===== src/sv/fac_pkg.sv =====
// ----------------------------------------------------------------------------
// fac_pkg
// Shared constants and functions for the frustum box culler.
// ----------------------------------------------------------------------------
package fac_pkg;

  localparam int FRAC_BITS = 16;
  localparam int PLANE_COUNT = 6;
  localparam logic [31:0] EPS_Q = 32'(((64'd1 << FRAC_BITS) + 64'd5000) / 64'd10000);
  localparam logic signed [31:0] MARGIN_RESET =
    -32'sd1 * 32'(((64'd1 << FRAC_BITS) + 64'd5) / 64'd10);

  localparam logic [2:0] MODE_VIEW  = 3'd0;
  localparam logic [2:0] MODE_PROJ  = 3'd1;
  localparam logic [2:0] MODE_BUILD = 3'd2;
  localparam logic [2:0] MODE_MODEL = 3'd3;
  localparam logic [2:0] MODE_TEST  = 3'd4;

  // signed 32 x 32 product shifted down with floor rounding (arith shift)
  function automatic logic signed [47:0] qmul(input logic signed [31:0] a,
                                              input logic signed [31:0] b);
    logic signed [63:0] p;
    p = 64'(a) * 64'(b);
    return 48'(p >>> FRAC_BITS);
  endfunction

  function automatic logic signed [31:0] sat32(input logic signed [49:0] v);
    if (v > 50'sd2147483647) return 32'sh7fffffff;
    if (v < -50'sd2147483648) return 32'sh80000000;
    return v[31:0];
  endfunction

endpackage


===== src/sv/fac_div.sv =====
// ----------------------------------------------------------------------------
// fac_div
// Restoring divider and square root, one bit per cycle, for plane normalising.
// ----------------------------------------------------------------------------
module fac_div (
  input  logic               clk_i,
  input  logic               rst_ni,
  input  logic               start_i,
  input  logic               sqrt_i,
  input  logic signed [31:0] num_i,
  input  logic [63:0]        rad_i,
  input  logic [31:0]        den_i,
  output logic               done_o,
  output logic signed [31:0] res_o
);

  localparam int FracShift = fac_pkg::FRAC_BITS;

  logic [6:0]  cnt_q, cnt_d;
  logic        busy_q, busy_d, sqrt_q, sqrt_d, neg_q, neg_d;
  logic [63:0] x_q, x_d, r_q, r_d;
  logic [64:0] rem_q, rem_d;
  logic [31:0] den_q, den_d;
  logic [64:0] trial;
  logic [63:0] one;
  logic [63:0] mag;

  assign one = 64'd1 << {cnt_q[5:0], 1'b0};

  always_comb begin
    cnt_d = cnt_q; busy_d = busy_q; sqrt_d = sqrt_q; neg_d = neg_q;
    x_d = x_q; r_d = r_q; rem_d = rem_q; den_d = den_q;
    done_o = 1'b0;
    trial = '0;
    mag = '0;
    if (start_i && !busy_q) begin
      busy_d = 1'b1;
      sqrt_d = sqrt_i;
      den_d  = den_i;
      neg_d  = num_i[31];
      r_d    = '0;
      rem_d  = '0;
      if (sqrt_i) begin
        x_d = rad_i; cnt_d = 7'd31;
      end else begin
        mag = num_i[31] ? 64'(-65'(num_i)) : 64'(num_i);
        x_d = mag << FracShift; cnt_d = 7'd63;
      end
    end else if (busy_q) begin
      if (sqrt_q) begin
        trial = 65'(r_q) + 65'(one);
        if (65'(x_q) >= trial) begin
          x_d = x_q - trial[63:0];
          r_d = (r_q >> 1) + one;
        end else begin
          r_d = r_q >> 1;
        end
      end else begin
        trial = {rem_q[63:0], x_q[63]};
        x_d = {x_q[62:0], 1'b0};
        if (trial >= 65'(den_q)) begin
          rem_d = trial - 65'(den_q);
          r_d = {r_q[62:0], 1'b1};
        end else begin
          rem_d = trial;
          r_d = {r_q[62:0], 1'b0};
        end
      end
      if (cnt_q == 7'd0) begin
        busy_d = 1'b0; done_o = 1'b1;
      end else begin
        cnt_d = cnt_q - 7'd1;
      end
    end
  end

  logic signed [64:0] q_s;
  always_comb begin
    q_s = neg_q ? -65'(r_d) : 65'(r_d);
    if (sqrt_q) res_o = r_d[31:0];
    else res_o = fac_pkg::sat32(50'(q_s > 65'sd2147483647 ? 65'sd2147483648 :
                               (q_s < -65'sd2147483648 ? -65'sd2147483649 : q_s)));
  end

  always_ff @(posedge clk_i or negedge rst_ni) begin
    if (!rst_ni) begin
      busy_q <= 1'b0; cnt_q <= '0; sqrt_q <= 1'b0; neg_q <= 1'b0;
    end else begin
      busy_q <= busy_d; cnt_q <= cnt_d; sqrt_q <= sqrt_d; neg_q <= neg_d;
    end
  end

  always_ff @(posedge clk_i) begin
    x_q <= x_d; r_q <= r_d; rem_q <= rem_d; den_q <= den_d;
  end

endmodule


===== config.mk =====
export PLATFORM = sky130hd
export DESIGN_NAME = fac_div
export DESIGN_NICKNAME = d
export VERILOG_FILES = /design/src/sv/fac_pkg.sv /design/src/sv/fac_div.sv
export SDC_FILE = /design/constraint.sdc
export NUM_CORES = 1
export LEC_CHECK = 0
export ABC_AREA = 1
export BUFFER_PORTS_ARGS = -buffer_cell sky130_fd_sc_hd__buf_2
export CAP_MARGIN = 0
export CELL_PAD_IN_SITES_DETAIL_PLACEMENT = 1
export CELL_PAD_IN_SITES_GLOBAL_PLACEMENT = 1
export CORE_MARGIN = 4
export CORE_UTILIZATION = 35
export CTS_CLUSTER_DIAMETER = 120
export DETAILED_ROUTE_END_ITERATION = 7
export MAX_ROUTING_LAYER = met4
export PLACE_DENSITY = 0.74
export SYNTH_ARGS = -nofsm -noshare
export SYNTH_HDL_FRONTEND = slang
export SYNTH_SLANG_ARGS = --single-unit
export TNS_END_PERCENT = 5

===== constraint.sdc =====
create_clock -name clk_i -period 10.97 [get_ports clk_i]
set_input_delay 0 -clock clk_i [delete_from_list [all_inputs] [get_ports clk_i]]
set_output_delay 0 -clock clk_i [all_outputs]
set_load 0.01 [all_outputs]

# Word-level counts from Yosys, hierarchy flattened

Index checks and enable logic that the tools add are counted.

Register bits: 234
Latch bits: 0
Memories: 0
Bits in read-only memories: 0
Output and inout port bits: 33
Bits in writable memories: 0
Word-level logic and storage cells: 67

Shifts and indexed selects: 1
Div/mod/pow operators: 0
Multiply operators: 0
Bitwise operators: 1
Order comparisons: 6
$add $sub $neg: 7
Muxes and demuxes: 35
Reductions and logical operators: 7
Eq/ne operators: 2

Operators by type and width:

| cell                   | number |
|---|---|
| $mux W64               | 10 |
| $mux W32               | 5 |
| $mux W50               | 2 |
| $add A64 B64 Y65       | 1 |
| $ge A64 B65 Y1         | 1 |
| $ge A65 B32 Y1         | 1 |
| $gt A65 B32 Y1 const B | 1 |
| $lt A65 B32 Y1 const B | 1 |
| $mux W65               | 1 |
| $neg A64 Y65           | 1 |
| $add A63 B64 Y64       | 1 |
| $shl A1 B7 Y64 const A | 1 |
| $sub A64 B32 Y64       | 1 |
| $sub A64 B64 Y64       | 1 |
| $gt A50 B32 Y1 const B | 1 |
| $lt A50 B32 Y1 const B | 1 |
| $mux W48               | 1 |
| $neg A32 Y48           | 1 |
| $mux W7                | 3 |
| $mux W1                | 12 |
| $logic_not A7 Y1       | 1 |
| $sub A7 B1 Y7 const B  | 1 |
| $mux W6                | 1 |
| $reduce_and A2 Y1      | 3 |
| 6 further kinds        | 6 |

# Longest topological paths before layout

Depth in word-level cells: 20
Depth in mapped cells: 71

# Worst setup path after synthesis

OpenSTA, ideal clock, no wires.

Kind: register to register
From: reg cnt_q[1]
To: reg x_q[0], enable pin
Arrival time: 7.900 ns
Setup time: 0.486 ns
Slack: 2.584 ns
Stages on the path, launching flop included: 43
Path buffers: 0
Cells stage by stage: dfrtp_1 > inv_1 > ha_1 > nand2_1 > nor2_1 > ha_1 > nand3_1 > nand2_1 > nand2_1 > o21ai_0 > a21oi_1 > o31ai_1 > a21oi_1 > inv_1 > a21oi_1 > inv_1 > a21oi_1 > inv_1 > (+7 left out) > nand3_1 > o21ai_0 > xor2_1 > ha_1 > nand2_1 > nor2_1 > nand2_1 > inv_1 > nand3_1 > nor2_1 > nand2_1 > nand2_1 > nand2_2 > nand2_4 > nand3_4 > nand2_2 > inv_1 > nor2_1

Word-level cells in the longest chain between the ends: 5

RTL lines:

| element                            | RTL line      | RTL |
|---|---|---|
| start: declaration                 | fac_div.sv:19 | `logic [6:0] cnt_q, cnt_d;` |
| start signal: assignment           | fac_div.sv:89 | `busy_q <= busy_d; cnt_q <= cnt_d; sqrt_q <= sqrt_d; neg_q <= neg_d;` |
| $shl A1 B7 Y64                     | fac_div.sv:28 | `assign one = 64'd1 << {cnt_q[5:0], 1'b0};` |
| $add A64 B64 Y65                   | fac_div.sv:51 | `trial = 65'(r_q) + 65'(one);` |
| $ge A64 B65 Y1                     | fac_div.sv:52 | `if (65'(x_q) >= trial) begin` |
| $ne A3 B1 Y1 (no source line)      | -             |  |
| $reduce_and A2 Y1 (no source line) | -             |  |
| end signal: assignment             | fac_div.sv:94 | `x_q <= x_d; r_q <= r_d; rem_q <= rem_d; den_q <= den_d;` |
| end: declaration                   | fac_div.sv:21 | `logic [63:0] x_q, x_d, r_q, r_d;` |

No other way between the ends.
A chain may end at the register's enable or synchronous reset.

# Worst setup path after layout

From: reg cnt_q[1]
To: out res_o[0]

Word-level cells in the longest chain between the ends: 19
Elaborated cells between the ends (all ways): 25
Classes of those cells: 3 x add/sub; 5 x order compare; 1 x shift; 16 x mux

RTL lines:

| element              | RTL line      | RTL |
|---|---|---|
| $shl A1 B7 Y64 *     | fac_div.sv:28 |  |
| $add A64 B64 Y65     | fac_div.sv:51 |  |
| $ge A64 B65 Y1       | fac_div.sv:52 |  |
| $mux W64 *           | fac_div.sv:52 |  |
| $mux W64 *           | fac_div.sv:50 | `if (sqrt_q) begin` |
| $mux W64 *           | fac_div.sv:49 | `end else if (busy_q) begin` |
| $mux W64 *           | fac_div.sv:36 | `if (start_i && !busy_q) begin` |
| $neg A64 Y65         | fac_div.sv:79 | `q_s = neg_q ? -65'(r_d) : 65'(r_d);` |
| (+1 left out)        | -             |  |
| net q_s[0]           | fac_div.sv:77 | `logic signed [64:0] q_s;` |
| (+1 left out)        | -             |  |
| $mux W50             | fac_div.sv:82 | `(q_s < -65'sd2147483648 ? -65'sd2147483649 : q_s)));` |
| $mux W50 *           | fac_div.sv:81 | `else res_o = fac_pkg::sat32(50'(q_s > 65'sd2147483647 ? 65'sd2147483648 :` |
| $lt A50 B32 Y1       | fac_pkg.sv:29 | `if (v < -50'sd2147483648) return 32'sh80000000;` |
| $mux W1 (2 in a row) | fac_pkg.sv:29 |  |
| $mux W1              | fac_div.sv:80 | `if (sqrt_q) res_o = r_d[31:0];` |
| $mux W32             | fac_pkg.sv:30 | `return v[31:0];` |
| $mux W32 *           | fac_pkg.sv:29 |  |
| $mux W32 *           | fac_div.sv:80 |  |
| end: declaration     | fac_div.sv:14 | `output logic signed [31:0] res_o` |

The timed path passes the listed nets; every way through them passes the cells marked *. The select of a mux whose other input is x is not followed.

==> results.md <==
* WHS at 0.115 ns
* Pin count of the biggest net entering global routing at 89
* CTS tree: done
* TritonRoute pass-1 iters at 5
* Number of DRC markers in iteration 0 at 2218
* Half-perimeter wire length after placement at 102000 um
* CP Launch Type: register
* Commonest non-fill, non-tap cell in the layout: nand2_1
* Post-synth EDFFs at 96
* Clk sinks at 234
* Peak VDD IR at 0.000157 V
* Total GRT Usage at 29.5%
* Final WL at 129000 um
* Most common cell on crit path: nand2_1
* Gate power share at 72.8%
* P_int at 4.75 mW
* Die Y at 295 um
* DRT antenna net count at 0
* Core ar. at 80900 sq um
* P&R area growth vs syn at 15.6%
* Yosys reg bits at 234
* CP delay by family, top: simple AND/OR/NAND/NOR gates
* Power per cell area at 342 nW/um^2
* FP Rows at 104
* Leak pwr at 14.7 nW
* # Max-Cap Violations at 0
* Clock Tree Buf Depth at 3
* Most frequent cells in the layout: nand2_1, nor2_1, inv_1
* Vias post-DR at 34200
* Max Clk Rate at 96.5 MHz
* Power Total at 11.3 mW
* Clock power share at 10.0%
* CP endpoint kind: output pin
* CP max stage delay at 0.43 ns
* WP data arrival at 10.36 ns
* Register area share after synthesis at 19.8%
* Die width at 295 um
* Layout cells sized above 1 at 7.99%
* Hold path depth at 5
* Worst-path fanout max at 8
* Crit path max-delay cell type: dfrtp_1
* Placer Congestion at 0.999
* Synth Flop Type: dfxtp_1
* Initial core utilization at 35.5%
* R2R depth at 42
* Initial antenna violation count at 4
* Switching Power at 6.60 mW
* Sw Share at 58.2%
* First-pass GRT wire length at 197000 um
* Yosys warning count at 0
* Post-Syn Area per Cell at 5.83 sq um
* Max_slew headroom at 33.9%
* Final Net Count at 5466
* Req. time, crit path at 10.97 ns
* Worst-path clk slew at 0.05 ns
* Synth Cell Area at 28700 sq um
* Fin crit period at 10.36 ns
* Wire per inst at 20.6 um
* Worst min-delay path class: input port to register
* Top Ports at 165
* Root Buffer: clkbuf_16
* Die area at 86700 sq um
* Buf+Inv Stages, Crit Path at 10
* Flop pwr share at 17.2%
* Syn_nets at 5225
* Setup-failing EPs final at 0
* Distinct cells, synth at 64
* Period utilization at 94.4%
* Post-Synthesis Cells at 4926
* Clock Latency Late Sink at 0.57 ns
* FFs w/ async S/R, synth at 4.27%
* Critical path type: register to output pin
* Htree depth at 2
* Vias in the first global route at 34800
* Remaining DRCs at 0
* Worst-margin pin slew at 0.992 ns
* Critical Path Stages at 63
* Status: finished clean
* Vias per inst at 5.47
* PortBufs at 164
* CTS buffer count at 34
* Gr ovfl total at 0
* Final Skew at 0.0248 ns
* Hold Fails Final Rpt at 0
* Slew Viols, Final at 0
## kinds of logic (layout without fill, tap and decap cells)
kind of cell    count (synthesis)  count (layout)  share of synthesized area (%)
compound gates                891             891                           17.3
xor+xnor                      190             190                           5.79
fa+ha+maj                     167             167                           7.33
buf+inv                       806            1068                           11.0
flops                         234             234                           19.8
other cells                     0               2                              0
simple gates                 2638            2642                           38.7
## tightest hold or removal path, delay by kind of cell
family	cells	cell delay [ns]
AOI/OAI and AO/OA	3	0.37
buffers and inverters	2	0.17
## power by group through the flow
stage               clock [mW]  sequential, mW  combinational [mW]
global route              1.19            1.99                9.23
CTS                       1.15            1.94                8.03
detailed placement           0            1.96                7.78
floorplan                    0            1.69                5.72
global placement             0            1.94                7.66
finish                    1.13            1.96                8.26
## flip-flops by register name (all words and copies together) (netlist names)
| name | flops |
|---|---|
| sqrt_q | 1 |
| neg_q | 1 |
| r_q | 64 |
| busy_q | 1 |
| cnt_q | 7 |
| den_q | 32 |
| x_q | 64 |
| rem_q | 64 |
## repair_timing
action                     in CTS  in global routing
hold buffers                  129                  0
setup buffers                   2                  9
resized for setup               9                 47
hold endpoints to repair      107                  0
pin swaps                       0                 10
cloned                          1                  3
setup endpoints to repair      31                 31
## per-layer routing
layer	part of all wire (%)	global-route usage (%)	vias to the layer above
li1	-	-	16700
met1	43	36.1	16500
met2	48	51.0	864
met3	4.8	2.99	219
met4	4.0	10.0	0
met5	0	-	-
## layout make-up
class | instances | area, sq um
diodes | 2 | 5.00
clock buffers | 40 | 873
clock inverters | 21 | 224
fillers | 11100 | 47700
inverters | 676 | 2550
multi-input cells | 3890 | 20100
flip-flops and latches | 234 | 5700
well taps | 1060 | 1330
repair buffers | 331 | 2400
## worst paths after layout
path	start	endpoint	slack, ns
max	cnt_q[1]$_DFFE_PN0P_	res_o[0]	0.61
min	num_i[21]	x_q[37]$_DFFE_PP_	0.12
max reg2reg	cnt_q[1]$_DFFE_PN0P_	x_q[9]$_DFFE_PP_	2.60
min reg2reg	rem_q[29]$_SDFFE_PP0P_	rem_q[29]$_SDFFE_PP0P_	0.49
max in group asynchronous	rst_ni	sqrt_q$_DFFE_PN0P_	9.70
min in group asynchronous	rst_ni	sqrt_q$_DFFE_PN0P_	0.70
## per-stage QoR
stage | instances | TNS, ns | setup WS (ns) | instance area, sq um | util, %
6_report | 6254 | 0 | 0.611 | 33200 | 41.0
3_5_place_dp | 6047 | -3.69 | -0.206 | 30500 | 37.7
4_1_cts | 6240 | 0 | 0.0219 | 32900 | 40.7
2_1_floorplan | 4926 | 0 | 2.58 | 28700 | -
5_1_grt | 6254 | -0.00149 | -0.00149 | 33200 | 41.0
3_3_place_gp | 6047 | -2.51 | -0.166 | 30500 | 37.7
## Yosys cell counts (43+ instances only)
cell type  instances  area share, %
nand2_1         1288             17
nor2_1           741            9.7
inv_1            665            8.7
nand3_1          346            6.0
o21ai_0          346            6.0
a21oi_1          286            5.0
ha_1             165            7.2
dfxtp_1          128            8.9
xor2_1           127            3.9
edfxtp_1          96             10
clkbuf_1          88            1.1
nand4_1           79            1.7
xnor2_1           63            1.9
o22ai_1           58            1.3
nor3_1            43           0.75
(Power assumes the default switching activity.)
